`src/rtl/bb3_pkg.sv`:
```
// Shared types and constants of the 3x3 box blur: pixel and line-buffer words,
// neighbor masks, the rounding divisor table and the configuration register codes.
// No dependencies.
`default_nettype none

package bb3_pkg;

	localparam int CH_W = 8;

	// Red in the lowest byte, then green, then blue.
	typedef struct packed {
		logic [CH_W-1:0] blue;
		logic [CH_W-1:0] green;
		logic [CH_W-1:0] red;
	} rgb_t;

	localparam int PIX_W = $bits(rgb_t);

	// One line-buffer entry: the two rows above the incoming pixel.
	typedef struct packed {
		rgb_t older;
		rgb_t newer;
	} line_t;

	// Which neighbors lie inside the frame.
	typedef struct packed {
		logic lv;
		logic rv;
		logic tv;
		logic bv;
	} nbr_t;

	typedef struct packed {
		logic emit;
		nbr_t nbr;
		logic row_end;
		logic frame_end;
	} tag_t;

	typedef struct packed {
		logic frame_end;
		logic row_end;
		rgb_t rgb;
	} result_t;

	// Configuration registers.
	localparam int CFG_IDX_W  = 1;
	localparam int CFG_DATA_W = 13;

	typedef enum logic [CFG_IDX_W-1:0] {
		REG_FRAME_WIDTH  = 1'b0,
		REG_FRAME_HEIGHT = 1'b1
	} cfg_reg_t;

	localparam int FW_W = 12;
	localparam int FH_W = 13;
	localparam logic [FW_W-1:0] FRAME_WIDTH_RESET  = 12'd640;
	localparam logic [FH_W-1:0] FRAME_HEIGHT_RESET = 13'd480;
	localparam logic [FH_W-1:0] HEIGHT_LIMIT       = 13'd4096;

	// Rounded mean: ((sum + N/2) * recip) >> RECIP_SHIFT for N = 4, 6, 9.
	localparam int SUM_W       = 12;
	localparam int HALF_W      = 3;
	localparam int RECIP_W     = 15;
	localparam int RECIP_SHIFT = 16;

	localparam logic [HALF_W-1:0]  HALF_4  = 3'd2;
	localparam logic [HALF_W-1:0]  HALF_6  = 3'd3;
	localparam logic [HALF_W-1:0]  HALF_9  = 3'd4;
	localparam logic [RECIP_W-1:0] RECIP_4 = 15'd16384;
	localparam logic [RECIP_W-1:0] RECIP_6 = 15'd10923;
	localparam logic [RECIP_W-1:0] RECIP_9 = 15'd7282;

	typedef struct packed {
		logic [HALF_W-1:0]  half;
		logic [RECIP_W-1:0] recip;
	} divc_t;

	function automatic divc_t div_const(nbr_t nb);
		divc_t d;
		logic  c3;
		logic  r3;
		c3 = nb.lv & nb.rv;
		r3 = nb.tv & nb.bv;
		case ({c3, r3})
			2'b00: begin
				d.half  = HALF_4;
				d.recip = RECIP_4;
			end
			2'b11: begin
				d.half  = HALF_9;
				d.recip = RECIP_9;
			end
			default: begin
				d.half  = HALF_6;
				d.recip = RECIP_6;
			end
		endcase
		return d;
	endfunction

endpackage

`default_nettype wire

```
`src/rtl/bb3_ctrl.sv`:
```
// Stream position tracking and configuration registers of the box blur.
// Decides which transfers enter the pipeline and tags each with its border flags.
// Depends on bb3_pkg.
`default_nettype none

module bb3_ctrl
	import bb3_pkg::*;
#(
	parameter int MAX_WIDTH = 2048
) (
	input  wire logic                     clk,
	input  wire logic                     arst_n,
	input  wire logic                     cfg_valid,
	output      logic                     cfg_ready,
	input  wire logic [CFG_IDX_W-1:0]     cfg_index,
	input  wire logic [CFG_DATA_W-1:0]    cfg_data,
	input  wire logic                     in_valid,
	input  wire logic                     in_blank,
	input  wire rgb_t                     in_pix,
	input  wire logic                     en,
	output      logic                     take,
	output      logic [$clog2(MAX_WIDTH)-1:0] addr,
	output      rgb_t                     pix,
	output      tag_t                     tag
);

	localparam int CW = $clog2(MAX_WIDTH);
	localparam int WW = $clog2(MAX_WIDTH + 1);

	logic [FW_W-1:0] fw_q;
	logic [FH_W-1:0] fh_q;
	logic [CW-1:0]   in_col_q;
	logic [FH_W-1:0] in_row_q;
	logic [CW-1:0]   out_col_q;
	logic [FH_W-1:0] out_row_q;

	logic [WW-1:0]   w_eff;
	logic [FH_W-1:0] h_eff;
	logic            flushing;
	logic            primed;
	logic [WW-1:0]   in_col_inc;
	logic            col_wrap;
	logic [WW-1:0]   out_col_inc;
	logic [FH_W-1:0] out_row_inc;
	logic            row_end;
	logic            frame_end;

	assign cfg_ready = 1'b1;

	always_comb begin
		if (fw_q < 12'd2) begin
			w_eff = WW'(2);
		end else if (32'(fw_q) > MAX_WIDTH) begin
			w_eff = WW'(MAX_WIDTH);
		end else begin
			w_eff = WW'(fw_q);
		end
		if (fh_q < 13'd2) begin
			h_eff = 13'd2;
		end else if (fh_q > HEIGHT_LIMIT) begin
			h_eff = HEIGHT_LIMIT;
		end else begin
			h_eff = fh_q;
		end
	end

	assign flushing = in_row_q >= h_eff;
	assign take     = in_valid & en & (flushing | ~in_blank);
	assign primed   = (in_row_q >= 13'd2) || (in_row_q == 13'd1 && in_col_q != '0);

	assign in_col_inc  = WW'(in_col_q) + WW'(1);
	assign col_wrap    = in_col_inc >= w_eff;
	assign out_col_inc = WW'(out_col_q) + WW'(1);
	assign out_row_inc = out_row_q + 13'd1;
	assign row_end     = out_col_inc >= w_eff;
	assign frame_end   = row_end && out_row_inc >= h_eff;

	assign addr = in_col_q;
	// Flush items carry black.
	assign pix  = flushing ? '0 : in_pix;

	always_comb begin
		tag.emit      = primed;
		tag.nbr.lv    = out_col_q != '0;
		tag.nbr.rv    = !row_end;
		tag.nbr.tv    = out_row_q != '0;
		tag.nbr.bv    = out_row_inc < h_eff;
		tag.row_end   = row_end;
		tag.frame_end = frame_end;
	end

	always_ff @(posedge clk or negedge arst_n) begin
		if (!arst_n) begin
			fw_q      <= FRAME_WIDTH_RESET;
			fh_q      <= FRAME_HEIGHT_RESET;
			in_col_q  <= '0;
			in_row_q  <= '0;
			out_col_q <= '0;
			out_row_q <= '0;
		end else begin
			if (cfg_valid) begin
				unique case (cfg_reg_t'(cfg_index))
					REG_FRAME_WIDTH:  fw_q <= cfg_data[FW_W-1:0];
					REG_FRAME_HEIGHT: fh_q <= cfg_data[FH_W-1:0];
					default: ;
				endcase
			end
			if (take) begin
				if (col_wrap) begin
					in_col_q <= '0;
					in_row_q <= in_row_q + 13'd1;
				end else begin
					in_col_q <= CW'(in_col_inc);
				end
				if (primed) begin
					if (row_end) begin
						out_col_q <= '0;
						out_row_q <= out_row_inc;
					end else begin
						out_col_q <= CW'(out_col_inc);
					end
					// Last output of the frame: restart every position.
					if (frame_end) begin
						in_col_q  <= '0;
						in_row_q  <= '0;
						out_col_q <= '0;
						out_row_q <= '0;
					end
				end
			end
		end
	end

endmodule

`default_nettype wire

```
`config.mk`:
```
export PLATFORM = sky130hd
export DESIGN_NAME = bb3_ctrl
export DESIGN_NICKNAME = d
export VERILOG_FILES = /design/src/rtl/bb3_pkg.sv /design/src/rtl/bb3_ctrl.sv
export SDC_FILE = /design/constraint.sdc
export NUM_CORES = 1
export LEC_CHECK = 0
export BUFFER_PORTS_ARGS = -buffer_cell sky130_fd_sc_hd__clkbuf_2
export CAP_MARGIN = 10
export CORE_MARGIN = 2
export CORE_UTILIZATION = 62
export DETAILED_ROUTE_END_ITERATION = 16
export PLACE_DENSITY = 0.94
export SYNTH_ARGS = -nofsm -noshare
export SYNTH_HDL_FRONTEND = slang
export SYNTH_SLANG_ARGS = --single-unit
```
`constraint.sdc`:
```
create_clock -name clk -period 8 [get_ports clk]
set_input_delay 2 -clock clk [delete_from_list [all_inputs] [get_ports clk]]
set_output_delay 2 -clock clk [all_outputs]
set_load 0.05 [all_outputs]
```
======== Word-level counts from Yosys, hierarchy flattened ========
Index checks and enable logic that the tools add are counted.
word-level totals
  flip-flop bits (word level) ............. 73
  word-level logic and storage cells ...... 53
  output and inout port bits .............. 44
cells by class
  reduce and logical (&&, ||, !) cells .... 12
  eq/ne operators ......................... 1
  order comparisons ....................... 10
  multiplexer cells ....................... 15
  add/sub/neg operators ................... 4
  bitwise operators ....................... 5
operators by type and width
  cell                                                                 count
  2-to-1 mux 13 bit                                                    7
  2-to-1 mux 11 bit                                                    5
  adder 13 x 1 -> 13 bit (second input constant)                       2
  greater-or-equal comparator 13 bit                                   2
  adder 11 x 1 -> 12 bit (second input constant)                       2
  greater-or-equal comparator 12 bit                                   2
  2-to-1 mux 12 bit                                                    2
  2-to-1 mux 24 bit                                                    1
  nonzero test 11 bit                                                  2
  equality test 13 x 1 -> 1 bit (second input constant)                1
  greater-or-equal comparator 13 x 2 -> 1 bit (second input constant)  1
  > comparator 13 bit (second input constant)                          1
  less-than comparator 13 bit                                          1
  less-than comparator 13 x 2 -> 1 bit (second input constant)         1
  nonzero test 13 bit                                                  1
  > comparator 12 bit (second input constant)                          1
  less-than comparator 12 x 2 -> 1 bit (second input constant)         1
  AND reduction 2 bit                                                  3
  AND reduction 3 bit                                                  1
  AND 1 bit                                                            2
  logical AND 1 bit                                                    2
  inverter 1 bit                                                       2
  nonzero test 2 bit                                                   1
  logical NOT 1 bit                                                    1
  2 further kinds                                                      2

======== Depth between registers and ports, before layout ========
  word-level depth ........................ 7
  mapped depth ............................ 17
  depth with buffers taken out ............ 14

======== Least setup slack after synthesis ========
OpenSTA, ideal clock, no wires.
  kind .................................... register to output
  from .................................... register fh_q[11]
  to ...................................... output tag[2] (netlist name)
  path slack .............................. 2.407 ns
  arrival ................................. 3.593 ns
  data required time ...................... 6.000 ns
  cell stages (with the launch flop) ...... 10
  buffers on the path ..................... 0
  path through ............................ dfrtp_1 -> nor4_1 -> nand3_1 -> o31ai_1 -> nand2_1 -> ha_1 -> a21o_1 -> a21o_1 -> a221oi_1 -> a21boi_0
RTL lines
  element                 line             RTL
  from (decl)             bb3_ctrl.sv:31   logic [FH_W-1:0] fh_q;
  from (signal assigned)  bb3_ctrl.sv:104  REG_FRAME_HEIGHT: fh_q <= cfg_data[FH_W-1:0];
  to (decl)               bb3_ctrl.sv:24   output tag_t tag

======== Final worst setup path ========
  from .................................... register fh_q[11]
  to ...................................... output take
on the way
  word-level cells in the longest chain between the ends .. 6
  elaborated cells on any way between the ends .. 7
RTL lines
  element                                 line            RTL
  > comparator 13 bit                     bb3_ctrl.sv:60  end else if (fh_q > HEIGHT_LIMIT) begin
  2-to-1 mux 13 bit                       bb3_ctrl.sv:60
  2-to-1 mux 13 bit (*)                   bb3_ctrl.sv:58  if (fh_q < 13'd2) begin
  greater-or-equal comparator 13 bit (*)  bb3_ctrl.sv:67  assign flushing = in_row_q >= h_eff;
  OR 1 bit (*)                            bb3_ctrl.sv:68  assign take = in_valid & en & (flushing | ~in_blank);
  AND 1 bit (*)                           bb3_ctrl.sv:68
  to (decl)                               bb3_ctrl.sv:21  output logic take,
Every way passes the cells marked *; elsewhere a longest branch is shown, timed or not.

==> flow_summary.yaml <==
outcome:
  status: "finished clean"
global_route:
  grt_usage_pct: 29.8
  grt_pass1_wl_mm: 23.1
  antenna_found_initial: 0
  grt_pass1_vias: 4747
  grt_max_degree: 74
  overflow: 0
yosys:
  yosys-top-cells-count: "87 x nand2_1, 67 x dfrtp_1, 59 x ha_1"
  syn_nets: 703
  synthArstFlopShare_pct: 100
  yosysMostFrequentCell: "nand2_1"
  ys_seq_area_share_pct: 34.5
  ys_warn_count: 0
  synth.ff_latch_count: 73
  netlist_area_sq_um: 5320
  synth_top_area_share_pct: 31.5
  synth_top_area_cell: "dfrtp_1"
  synth_area_leaders: "dfrtp_1 32%, ha_1 14%, nand2_1 6.1%"
  syn_avg_cell_area_sq_um: 8.86
  syn_inst: 600
  synth_ff_type: "dfrtp_1"
  synth_cell_types: 58
  synth_edf_count: 0
clock_tree:
  cts_max_level: 3
  clock-sinks: 73
  postCtsSetupRepairBufs: 0
  cts.repair.resized: 0
  root_buffer: "clkbuf_8"
  cts_made_buffers: 9
  postCtsHoldBufs: 0
  path_clk_slew_ns: 0.08
  clock_path_buffers: 2
  insertion_delay_ns: 0.36
  cts_tree: "done"
detailed_routing:
  drc_errors: 0
  wl_per_cell_um: 17.3
  ant_nets: 0
  first_pass_iters: 5
  routed_via_density: 6.22
  drt-total-wl_mm: 13.7
  drt_iter0_markers: 343
  num_vias: 4906
sta:
  drv_slew: 0
  holdWs_ns: 0.554
  min_period_ns: 7.27
  hold_violations: 0
  rsz0062_at_grt: "no"
  maxSlewHeadroom_pct: 29.2
  fin_worst_skew_ns: 0.00959
  setup_viol: 0
  fmax_ghz: 0.138
  tightest_slew_ns: 1.06
  post-route-period-util_pct: 90.9
  tns_ns: 0
critical_path:
  critPathLaunchType: "flip-flop"
  critPathKind: "flip-flop to primary output"
  required_ns: 6.00
  path_max_fanout: 24
  cp-end-kind: "primary output"
  crit_arrival_ns: 5.27
layout:
  syn_to_final_growth_pct: 12.2
  antenna_cells: 0
  regArea_sq_um: 1830
  final_net_count: 782
  multi_input_area_sq_um: 3260
  drive_gt1_share_pct: 20.6
  fillers: 581
job:
  maxCapViolCount: 0
floorplanning:
  num_rows: 33
  pin_count: 88
  die_area_sq_um: 9330
  core_sq_um: 8260
  die_x_um: 96.6
  start_util_pct: 64.4
  die_y_um: 96.6
power:
  p_leak_nw: 2.88
  ir_drop_v: 0.000208
  powerDensity_nw_per_um2: 274
place:
  dpl.hpwl_mm: 10.3
  place_congestion: 1.01
  port_buffers: 86
worst_hold_path:
  min_path_type: "flip-flop to flip-flop"
registers in the layout (all words and copies together), names as in the netlist:
name / count
fh_q: 13
in_row_q: 13
out_row_q: 13
fw_q: 12
addr: 11
out_col_q: 11
metrics by stage:
stage	total power (W)	utilization, %	instance area (sq um)	setup WS [ns]	instances
floorplan	0.00113	-	5320	2.41	600
global placement	0.00128	69.9	5770	1.70	772
detailed placement	0.00134	69.9	5770	1.32	772
CTS	0.00162	72.2	5960	0.865	788
global route	0.00175	72.2	5970	0.402	789
finish	0.00163	72.2	5970	0.730	789
final timing paths:
check / startpoint / slack, ns / depth (start not counted) / end
setup / recovery: fh_q[11] / 0.73 / 12 / take
hold / removal: fh_q[10] / 0.55 / 1 / fh_q[10]
setup reg to reg: fh_q[11] / 2.80 / 13 / in_row_q[7]
hold reg to reg: fh_q[10] / 0.55 / 1 / fh_q[10]
max in group asynchronous: arst_n / 5.55 / 2 / addr[10]
min in group asynchronous: arst_n / 1.86 / 2 / out_row_q[4]
power by group:
| part | total [W] | switching [W] | internal [W] | leakage, nW |
|---|---|---|---|---|
| combinational | 0.000794 | 0.000510 | 0.000284 | 1.93 |
| sequential | 0.000563 | 0.000113 | 0.000450 | 0.861 |
| clock | 0.000274 | 0.000150 | 0.000124 | 0.0895 |
| total | 0.00163 | 0.000774 | 0.000858 | 2.88 |
area by class of cell:
cell class | count | area share (%)
multi-input combinational | 478 | 54.6
sequential | 73 | 30.7
timing repair buffer | 88 | 7.47
clock buffer | 10 | 2.31
tap | 105 | 2.20
inverter | 29 | 1.82
clock inverter | 6 | 0.839
cells in the final DEF, fill, tap and decap left out, types with 9 or more instances in the layout:
| cell type | Yosys | final |
|---|---|---|
| and3_1 | 14 | 14 |
| nand3_1 | 38 | 38 |
| nor3_1 | 10 | 10 |
| clkbuf_2 | 0 | 85 |
| clkbuf_8 | 0 | 10 |
| xnor2_1 | 16 | 16 |
| o21ai_0 | 32 | 32 |
| nor2b_1 | 11 | 11 |
| ha_1 | 59 | 59 |
| nor2_1 | 25 | 25 |
| nand2_1 | 87 | 87 |
| nor4_1 | 9 | 9 |
| inv_1 | 27 | 27 |
| and2_1 | 25 | 25 |
| dfrtp_1 | 67 | 67 |
| a21oi_1 | 24 | 24 |
| mux2_2 | 23 | 23 |
| nand2b_1 | 9 | 9 |
critical path: stages, from the launching register on:
cell and delay (ns):
dfrtp_1 0.40, nor4_1 0.40, nand3_1 0.20, o31ai_1 0.81, nand2_1 0.23, ha_1 0.37
nand4_1 0.17, nor3_1 0.09, or4_1 0.51, a211o_1 0.29, nand2_1 0.58, inv_1 0.49
clkbuf_2 0.36
per-layer routing:
layer  global-route usage, %  wire length [um]  share of wire, %
met5                       0                 0                 0
met3                    5.20               925               6.8
met1                    40.0              5600                41
met4                    11.6               364               2.7
met2                    48.5              6780                50
kinds of logic after synthesis:
kind of cell | count (synthesis) | synth area share [%]
other cells | 1 | 0.0705
buf+inv | 49 | 4.23
compound gates | 115 | 14.0
xor+xnor | 24 | 3.95
mux | 25 | 5.25
fa+ha+maj | 59 | 13.9
simple gates | 254 | 24.1
flops | 73 | 34.5
Note: power is estimated with default switching activity, not from simulation.
