$ cat config.mk
export PLATFORM = sky130hd
export DESIGN_NAME = bb3_lane
export DESIGN_NICKNAME = d
export VERILOG_FILES = /design/src/rtl/bb3_pkg.sv /design/src/rtl/bb3_lane.sv
export SDC_FILE = /design/constraint.sdc
export NUM_CORES = 1
export LEC_CHECK = 0
export BUFFER_PORTS_ARGS = -buffer_cell sky130_fd_sc_hd__buf_4
export CORE_UTILIZATION = 54
export CTS_CLUSTER_DIAMETER = 150
export DETAILED_ROUTE_END_ITERATION = 10
export PLACE_DENSITY = 0.84
export SLEW_MARGIN = 40
export SYNTH_ARGS = -nofsm -noshare
export SYNTH_HDL_FRONTEND = slang
export SYNTH_SLANG_ARGS = --single-unit
$ cat constraint.sdc
create_clock -name clk -period 10.15 [get_ports clk]
set_input_delay 1.5225 -clock clk [delete_from_list [all_inputs] [get_ports clk]]
set_output_delay 1.5225 -clock clk [all_outputs]
set_load 0.05 [all_outputs]
$ cat src/rtl/bb3_pkg.sv
// Shared types and constants of the 3x3 box blur: pixel and line-buffer words,
// neighbor masks, the rounding divisor table and the configuration register codes.
// No dependencies.
`default_nettype none

package bb3_pkg;

	localparam int CH_W = 8;

	// Red in the lowest byte, then green, then blue.
	typedef struct packed {
		logic [CH_W-1:0] blue;
		logic [CH_W-1:0] green;
		logic [CH_W-1:0] red;
	} rgb_t;

	localparam int PIX_W = $bits(rgb_t);

	// One line-buffer entry: the two rows above the incoming pixel.
	typedef struct packed {
		rgb_t older;
		rgb_t newer;
	} line_t;

	// Which neighbors lie inside the frame.
	typedef struct packed {
		logic lv;
		logic rv;
		logic tv;
		logic bv;
	} nbr_t;

	typedef struct packed {
		logic emit;
		nbr_t nbr;
		logic row_end;
		logic frame_end;
	} tag_t;

	typedef struct packed {
		logic frame_end;
		logic row_end;
		rgb_t rgb;
	} result_t;

	// Configuration registers.
	localparam int CFG_IDX_W  = 1;
	localparam int CFG_DATA_W = 13;

	typedef enum logic [CFG_IDX_W-1:0] {
		REG_FRAME_WIDTH  = 1'b0,
		REG_FRAME_HEIGHT = 1'b1
	} cfg_reg_t;

	localparam int FW_W = 12;
	localparam int FH_W = 13;
	localparam logic [FW_W-1:0] FRAME_WIDTH_RESET  = 12'd640;
	localparam logic [FH_W-1:0] FRAME_HEIGHT_RESET = 13'd480;
	localparam logic [FH_W-1:0] HEIGHT_LIMIT       = 13'd4096;

	// Rounded mean: ((sum + N/2) * recip) >> RECIP_SHIFT for N = 4, 6, 9.
	localparam int SUM_W       = 12;
	localparam int HALF_W      = 3;
	localparam int RECIP_W     = 15;
	localparam int RECIP_SHIFT = 16;

	localparam logic [HALF_W-1:0]  HALF_4  = 3'd2;
	localparam logic [HALF_W-1:0]  HALF_6  = 3'd3;
	localparam logic [HALF_W-1:0]  HALF_9  = 3'd4;
	localparam logic [RECIP_W-1:0] RECIP_4 = 15'd16384;
	localparam logic [RECIP_W-1:0] RECIP_6 = 15'd10923;
	localparam logic [RECIP_W-1:0] RECIP_9 = 15'd7282;

	typedef struct packed {
		logic [HALF_W-1:0]  half;
		logic [RECIP_W-1:0] recip;
	} divc_t;

	function automatic divc_t div_const(nbr_t nb);
		divc_t d;
		logic  c3;
		logic  r3;
		c3 = nb.lv & nb.rv;
		r3 = nb.tv & nb.bv;
		case ({c3, r3})
			2'b00: begin
				d.half  = HALF_4;
				d.recip = RECIP_4;
			end
			2'b11: begin
				d.half  = HALF_9;
				d.recip = RECIP_9;
			end
			default: begin
				d.half  = HALF_6;
				d.recip = RECIP_6;
			end
		endcase
		return d;
	endfunction

endpackage

`default_nettype wire

$ cat src/rtl/bb3_lane.sv
// One color lane of the box blur: masked 3x3 sum, registered, then the rounded
// mean by reciprocal multiplication. Depends on bb3_pkg.
`default_nettype none

module bb3_lane
	import bb3_pkg::*;
(
	input  wire logic                clk,
	input  wire logic                en,
	input  wire logic [8:0][CH_W-1:0] taps,
	input  wire nbr_t                nbr,
	input  wire divc_t               divc,
	output      logic [CH_W-1:0]     mean
);

	localparam int PROD_W = SUM_W + RECIP_W;

	logic [SUM_W-1:0]  sum;
	logic [SUM_W-1:0]  sum_s3;
	logic [SUM_W-1:0]  biased;
	logic [PROD_W-1:0] prod;

	// Taps are column-major: left, center, right; rows top, middle, bottom.
	always_comb begin
		sum = '0;
		for (int c = 0; c < 3; c++) begin
			for (int r = 0; r < 3; r++) begin
				if (!(c == 0 && !nbr.lv) && !(c == 2 && !nbr.rv) &&
				    !(r == 0 && !nbr.tv) && !(r == 2 && !nbr.bv)) begin
					sum = sum + SUM_W'(taps[c*3 + r]);
				end
			end
		end
	end

	always_ff @(posedge clk) begin
		if (en) begin
			sum_s3 <= sum;
		end
	end

	assign biased = sum_s3 + SUM_W'(divc.half);
	assign prod   = PROD_W'(biased) * PROD_W'(divc.recip);
	assign mean   = prod[RECIP_SHIFT +: CH_W];

endmodule

`default_nettype wire

# [After elaboration in Yosys (flattened, before gate mapping)]
# Cells that the tools add are included.
[word_totals] register_bits=12 inputBits=96 output_inout_bits=8 wordCells=23
[classes] n_addsub=9 mul=1 mux=8 n_reduce_logical=4
[op_table] operator="$add 12x8->12" count=7
[op_table] operator="$mux 12" count=7
[op_table] operator="$mul 12x15->24" count=1
[op_table] operator="$add 12x3->12" count=1
[op_table] operator="$add 8x8->9" count=1
[op_table] operator="$mux 8" count=1
[op_table] operator="$logic_and 1x1->1" count=4

# [Longest topological paths before layout]
# Gate-level depths: netlist of run 1.
[depth] word_depth=17 mapped_depth=48 mapped_depth_nobuf=47

# [Worst setup path before layout of run 1]
# Ideal clock, no wire load.
[synth_path] kind="input-to-output" from="in divc[15] (netlist name)" to="out mean[5]" arrival_ns=7.941 required_time_ns=8.628 path_slack_ns=0.686 cell_stages=23 n_path_buf=1 cell_sequence="ha_1 -> fa_1 -> a21o_1 -> nand4_1 -> xor2_1 -> clkbuf_1 -> nor2b_1 -> fa_1 -> inv_1 -> fa_1 -> fa_1 -> fa_1 -> inv_1 -> fa_1 -> ha_1 -> a21o_1 -> a21oi_1 -> o211ai_1 -> nand3_1 -> a211oi_1 -> a21oi_1 -> o21a_1 -> nor3_1"
[synth_between] elab_chain_cells=2
[synth_lines] item="from (decl)" line="bb3_lane.sv:12" text="input wire divc_t divc,"
[synth_lines] item="$add 12x3->12" line="bb3_lane.sv:42" text="assign biased = sum_s3 + SUM_W'(divc.half);"
[synth_lines] item="$mul 12x15->24" line="bb3_lane.sv:43" text="assign prod = PROD_W'(biased) * PROD_W'(divc.recip);"
[synth_lines] item="to (decl)" line="bb3_lane.sv:13" text="output logic [CH_W-1:0] mean"
# Every way passes these cells.

# [Final worst setup path of run 1]
[layout_path] from="in nbr[1] (netlist name)" to="reg sum_s3[11] (data pin)"
[layout_between] elab_chain_cells=17 elab_cells_between_ends=18 classes_between="add/sub: 8; mux: 8; reduce/logical: 2"
[layout_lines] item="from (decl)" line="bb3_lane.sv:11" text="input wire nbr_t nbr,"
[layout_lines] item="$logic_and 1x1->1" line="bb3_lane.sv:28" text="if (!(c == 0 && !nbr.lv) && !(c == 2 && !nbr.rv) &&"
[layout_lines] item="$mux 8" line="bb3_lane.sv:28"
[layout_lines] item="$add 8x8->9" line="bb3_lane.sv:30" text="sum = sum + SUM_W'(taps[c*3 + r]);"
[layout_lines] item="$mux 12" line="bb3_lane.sv:28"
[layout_lines] item="$add 12x8->12" line="bb3_lane.sv:30"
[layout_lines] item="$mux 12" line="bb3_lane.sv:28"
[layout_lines] item="$add 12x8->12" line="bb3_lane.sv:30"
[layout_lines] item="$mux 12" line="bb3_lane.sv:28"
[layout_lines] item="$add 12x8->12 (2 in a row)" line="bb3_lane.sv:30"
[layout_lines] item="$mux 12" line="bb3_lane.sv:28"
[layout_lines] item="$add 12x8->12" line="bb3_lane.sv:30"
[layout_lines] item="$mux 12 *" line="bb3_lane.sv:28"
[layout_lines] item="$add 12x8->12" line="bb3_lane.sv:30"
[layout_lines] item="$mux 12 *" line="bb3_lane.sv:28"
[layout_lines] item="$add 12x8->12" line="bb3_lane.sv:30"
[layout_lines] item="$mux 12 *" line="bb3_lane.sv:28"
[layout_lines] item="named net sum[11]" line="bb3_lane.sv:18" text="logic [SUM_W-1:0] sum;"
[layout_lines] item="to (signal assigned)" line="bb3_lane.sv:38" text="sum_s3 <= sum;"
[layout_lines] item="to (decl)" line="bb3_lane.sv:19" text="logic [SUM_W-1:0] sum_s3;"
# The timed path passes the listed nets; every way through them passes the cells marked *.
# A chain may end at the register's enable or synchronous reset.

==> flow_summary_export.csv, run 1 <==
group,metric,value,unit
worst_setup_path,startpoint,"nbr[1]",
synth,yosysSeqAreaShare,3.92,%
status,outcome,"complete, no violations",
final_layout,syn2layout_area_growth,11.9,%
worst_setup_path,crit_family,"adder cells",
placement,place_inst,1412,
synth,syn-instance-count,1116,
worst_setup_path,worstSetupPathType,"input pin to flip-flop",
final_layout,nets,1544,
clock_network,cts_root_buf,"clkbuf_16",
synth,synth_cell_types,71,
worst_setup_path,end_kind,"flip-flop",
sta,final-setup-viol-count,0,
routing,drc,0,
final_layout,largestRegisters,"sum_s3 x12",
routing,viasPerCell,5.48,
synth,syn_avg_cell_area,8.23,sq um
clock_network,ctsHoldBuffers,0,
die,num_rows,47,
final_layout,largest_reg_flops,12,
sta,max_slew_margin,52.9,%
global_route,globalRouteOverflowTotal,0,
die,fp.dieW,132,microns
final_layout,drive_above_1_share,13.2,%
die,die_area,17500,sq um
die,dieHeight,132,microns
routing,dr.first_iter.drc_count,463,
clock_network,htree_num_levels,1,
global_route,grt.total_usage,24.5,%
synth,syn_area,9190,sq um
global_route,grt_pass1_vias,8115,
die,start_util,55.4,%
global_route,grt_pass1_wl,35800,microns
clock_network,cts_tree,"yes",
sta,hold_viol_final,0,
sta,max_freq,105,MHz
sta,worst_pin_slew,0.701,ns
worst_setup_path,arrival,9.52,ns
worst_setup_path,worstPathMaxFanout,26,
clock_network,cts_buffers,3,
job,max-cap-violations,0,
clock_network,cts_num_sinks,12,
sta,drv_slew,0,
placement,place.gp.congestion,0.892,
global_route,antenna_found_initial,0,
worst_setup_path,critPathLaunchType,"input pin",
routing,ant_nets,0,
synth,synth-edff-count,12,
clock_network,cts_buffer_depth,2,
final_layout,regMostFlops,"sum_s3",
synth,synth_nets,1462,
worst_setup_path,worst_path_most_repeated_cell,"ha_1",
synth,ys_warn_count,0,
worst_setup_path,required,10.14,ns
routing,wl_per_cell,14.5,microns
synth,async_reset_ff_share,0,%
worst_setup_path,slowest_stage,"ha_1",
placement,io_buffers,103,
min_path,hp-class,"input pin to flip-flop",
synth,synth_flop_cell,"edfxtp_1",
die,ios,104,
die,core,16600,sq um
routing,routed_wl,20500,microns
worst_setup_path,crit_buf_inv,5,
final_layout,stdcell_count,1417,
worst_setup_path,cpPeakStageDelay,0.33,ns
routing,firstDrtPassIters,5,
sta,fin_ws,0.617,ns
synth,ys_seq_elements,12,
placement,hpwlAfterDp,17200,microns
clock_network,cts.clk_slew.worst_paths,0.04,ns
worst_setup_path,critical_path_depth,47,
worst_setup_path,critPathCapture,"sum_s3[11]",
final_layout,num_antenna_cells,0,
placement,dp_slack,0.314,ns
routing,dr_total_vias,7770,
sta,fin_crit_sh,93.9,%
global_route,grt_max_degree,27,
sta,period_needed,9.53,ns
[layer usage]
metal / GRT usage (%) / vias to the layer above / part of all wire (%)
li1: - / 3767 / -
met1: 31.4 / 3753 / 43
met2: 44.8 / 219 / 51
met3: 2.26 / 31 / 5.0
met4: 5.43 / 0 / 1.5
met5: 0 / - / 0
[synthesized netlist by cell type, drive strengths merged, types with 2 or more instances]
cell type	n	area, sq um
a2111oi	2	36.3
nor3	9	56.3
xnor2	46	410
clkbuf	35	151
a31oi	2	12.5
a21o	22	168
nand3	13	70.1
a211o	4	35.0
o31a	3	26.3
and2	20	126
a211oi	10	75.1
clkinv	3	11.3
o211a	2	20.0
xor2	27	244
a21oi	45	225
o211ai	5	37.5
inv	177	664
or3	4	25.0
o21a	10	75.1
o21ai	45	225
o22ai	4	25.0
ha	114	1430
fa	136	2720
and4	4	40.0
o21bai	6	45.0
buf	3	30.0
nor4	2	12.5
nor2b	48	300
nand2	163	612
maj3	2	21.3
nand2b	13	81.3
and3	11	73.8
a21boi	7	52.6
mux2	6	67.6
o31ai	11	82.6
edfxtp	12	360
and2b	2	17.5
mux2i	10	113
nor2	58	218
nand4	3	18.8
nor3b	2	15.0
[stage by stage]
stage               utilization, %  TNS, ns  hold slack, ns  area [sq um]
finish                        62.0        0            1.60         10300
global route                  62.0  -0.0125            1.62         10300
CTS                           61.6        0            1.61         10200
detailed placement            61.1        0            1.85         10100
global placement              61.1        0            1.85         10100
floorplan                        -        0            1.64          9190
[cell usage in the layout, fill, tap and decap left out, types with 5 or more instances in the layout]
master,n
o21a_1,10
and3_1,10
o31ai_1,8
inv_1,177
ha_1,114
xnor2_1,43
xor2_1,26
o21bai_1,6
buf_4,115
nor3_1,8
a21oi_1,41
o211ai_1,5
a21o_1,20
nor2b_1,48
edfxtp_1,12
nor2_1,58
a21boi_0,5
fa_1,136
mux2i_1,8
nand2_1,163
nand2b_1,13
mux2_2,6
nand3_1,12
a211oi_1,10
o21ai_0,44
and2_1,19
[kinds of logic after synthesis]
group,share of synthesized area [%]
flops,3.92
mux,1.96
buf+inv,9.33
fa+ha+maj,45.4
compound gates,13.2
simple gates,18.8
xor+xnor,7.42
[final cells by class]
cell class | count | area, sq um
clock buffers | 3 | 75.1
well taps | 220 | 275
clock inverters | 1 | 3.75
fillers | 1436 | 6300
multi-input cells | 886 | 8030
flip-flops and latches | 12 | 360
repair buffers | 115 | 863
inverters | 180 | 676
[repair_timing]
| action | CTS | global route |
|---|---|---|
| resized for setup | 0 | 12 |
| setup endpoints to repair | 0 | 3 |
| buffers inserted | 0 | 1 |
[worst min-delay path by stage]
stage / endpoint / start / cells past startpoint / slack (ns)
6_report: sum_s3[6] / en / 1 / 1.60
3_5_place_dp: sum_s3[2] / en / 1 / 1.85
2_1_floorplan: sum_s3[0] / en / 0 / 1.64
5_1_grt: sum_s3[7] / en / 1 / 1.62
4_1_cts: sum_s3[5] / en / 1 / 1.61
3_3_place_gp: sum_s3[0] / en / 1 / 1.85
Power of run 1 is not shown: default switching activity piles up to over one toggle a cycle in this logic, so the estimate is an artifact.
==> run 2, diff against run 1 <==
Clock period 10.15 ns to 10.2 ns, I/O delays scaled along.
==> flow_summary_export.csv, run 2 (synthesis gave the netlist of run 1 again) <==
group,metric,value,unit
sta,final-setup-viol-count,0,
global_route,grt_pass1_wl,35300,microns
worst_setup_path,end_kind,"primary output",
worst_setup_path,cpPeakStageDelay,0.54,ns
die,fp.dieW,132,microns
clock_network,cts_setup_buffers,0,
routing,routed.top_layer,"met4",
clock_network,cts_resized,0,
final_layout,largestRegisters,"sum_s3 x12",
placement,io_buffers,103,
min_path,hp-class,"input pin to flip-flop",
worst_setup_path,arrival,8.06,ns
final_layout,mostFrequentLayoutCells,"inv_1, nand2_1, fa_1",
placement,place.gp.congestion,0.895,
routing,viasPerCell,5.54,
global_route,antenna_found_initial,0,
sta,max_freq,104,MHz
global_route,globalRouteOverflowTotal,0,
final_layout,num_antenna_cells,0,
clock_network,cts_root_buf,"clkbuf_16",
placement,hpwlAfterDp,17100,microns
final_layout,drive_above_1_share,13.1,%
clock_network,cts.clk_slew.worst_paths,0.04,ns
job,max-cap-violations,0,
clock_network,cts_buffers,3,
die,start_util,55.4,%
final_layout,nets,1541,
global_route,grt_max_degree,27,
sta,drv_slew,0,
die,die_area,17500,sq um
global_route,grt.total_usage,24.1,%
routing,wl_met2,10500,microns
clock_network,cts_num_sinks,12,
clock_network,cts_tree,"yes",
worst_setup_path,slowest_stage,"fa_1",
routing,dr_total_vias,7834,
clock_network,htree_num_levels,1,
sta,hold_viol_final,0,
clock_network,cts_buffer_depth,2,
sta,max_slew_margin,54.7,%
final_layout,syn2layout_area_growth,11.8,%
routing,wl_met1,8270,microns
final_layout,largest_reg_flops,12,
sta,period_needed,9.59,ns
routing,ant_nets,0,
die,ios,104,
die,core,16600,sq um
worst_setup_path,worstPathMaxFanout,13,
clock_network,ctsHoldBuffers,0,
placement,placed_cell_area,10100,sq um
routing,firstDrtPassIters,5,
die,num_rows,47,
routing,routed_wl,20400,microns
global_route,grt_pass1_vias,8097,
routing,wl_per_cell,14.4,microns
worst_setup_path,worst_path_most_repeated_cell,"fa_1",
final_layout,fin_area,10300,sq um
status,outcome,"complete, no violations",
sta,worst_pin_slew,0.675,ns
final_layout,final_common_cell,"inv_1",
sta,fin_crit_sh,94.0,%
routing,dr.first_iter.drc_count,409,
final_layout,regMostFlops,"sum_s3",
worst_setup_path,worstSetupPathType,"input pin to primary output",
worst_setup_path,critPathLaunchType,"input pin",
die,dieHeight,132,microns
routing,drc,0,
routing,wl_met3,1110,microns
worst_setup_path,required,8.67,ns
run 2: cell type report:
| cell class | instances | area [sq um] |
|---|---|---|
| flip-flops and latches | 12 | 360 |
| repair buffers | 112 | 845 |
| clock buffers | 3 | 75.1 |
| fillers | 1429 | 6320 |
| clock inverters | 1 | 3.75 |
| well taps | 220 | 275 |
| multi-input cells | 886 | 8030 |
| inverters | 180 | 676 |
run 2: routing by layer:
| metal | up-vias | track usage (%) |
|---|---|---|
| met5 | - | 0 |
| met4 | 0 | 7.41 |
| met3 | 46 | 2.11 |
| met2 | 238 | 44.9 |
| met1 | 3792 | 29.3 |
| li1 | 3758 | - |
run 2: final timing paths:
kind  startpoint   endpoint  slack [ns]  depth (start not counted)
min           en  sum_s3[2]        1.62                          1
max     divc[15]    mean[7]        0.61                         27
run 2: stage by stage:
step                hold slack (ns)  TNS [ns]  worst slack (ns)  std cells  util (%)
global placement               1.86         0             0.475       1410      61.0
floorplan                      1.64         0             0.721       1116         -
detailed placement             1.86         0             0.328       1410      61.1
finish                         1.62         0             0.607       1414      61.9
CTS                            1.62         0             0.493       1414      61.5
global route                   1.63   -0.0391           -0.0391       1414      61.9
run 2: worst max-delay path: cells and delay by family:
| kind | cells | cell delay [ns] |
|---|---|---|
| simple gates | 4 | 0.82 |
| buf+inv | 6 | 0.74 |
| fa+ha+maj | 8 | 3.18 |
| xor+xnor | 2 | 0.31 |
| compound gates | 7 | 1.49 |
Power of run 2 is left out for the same reason.
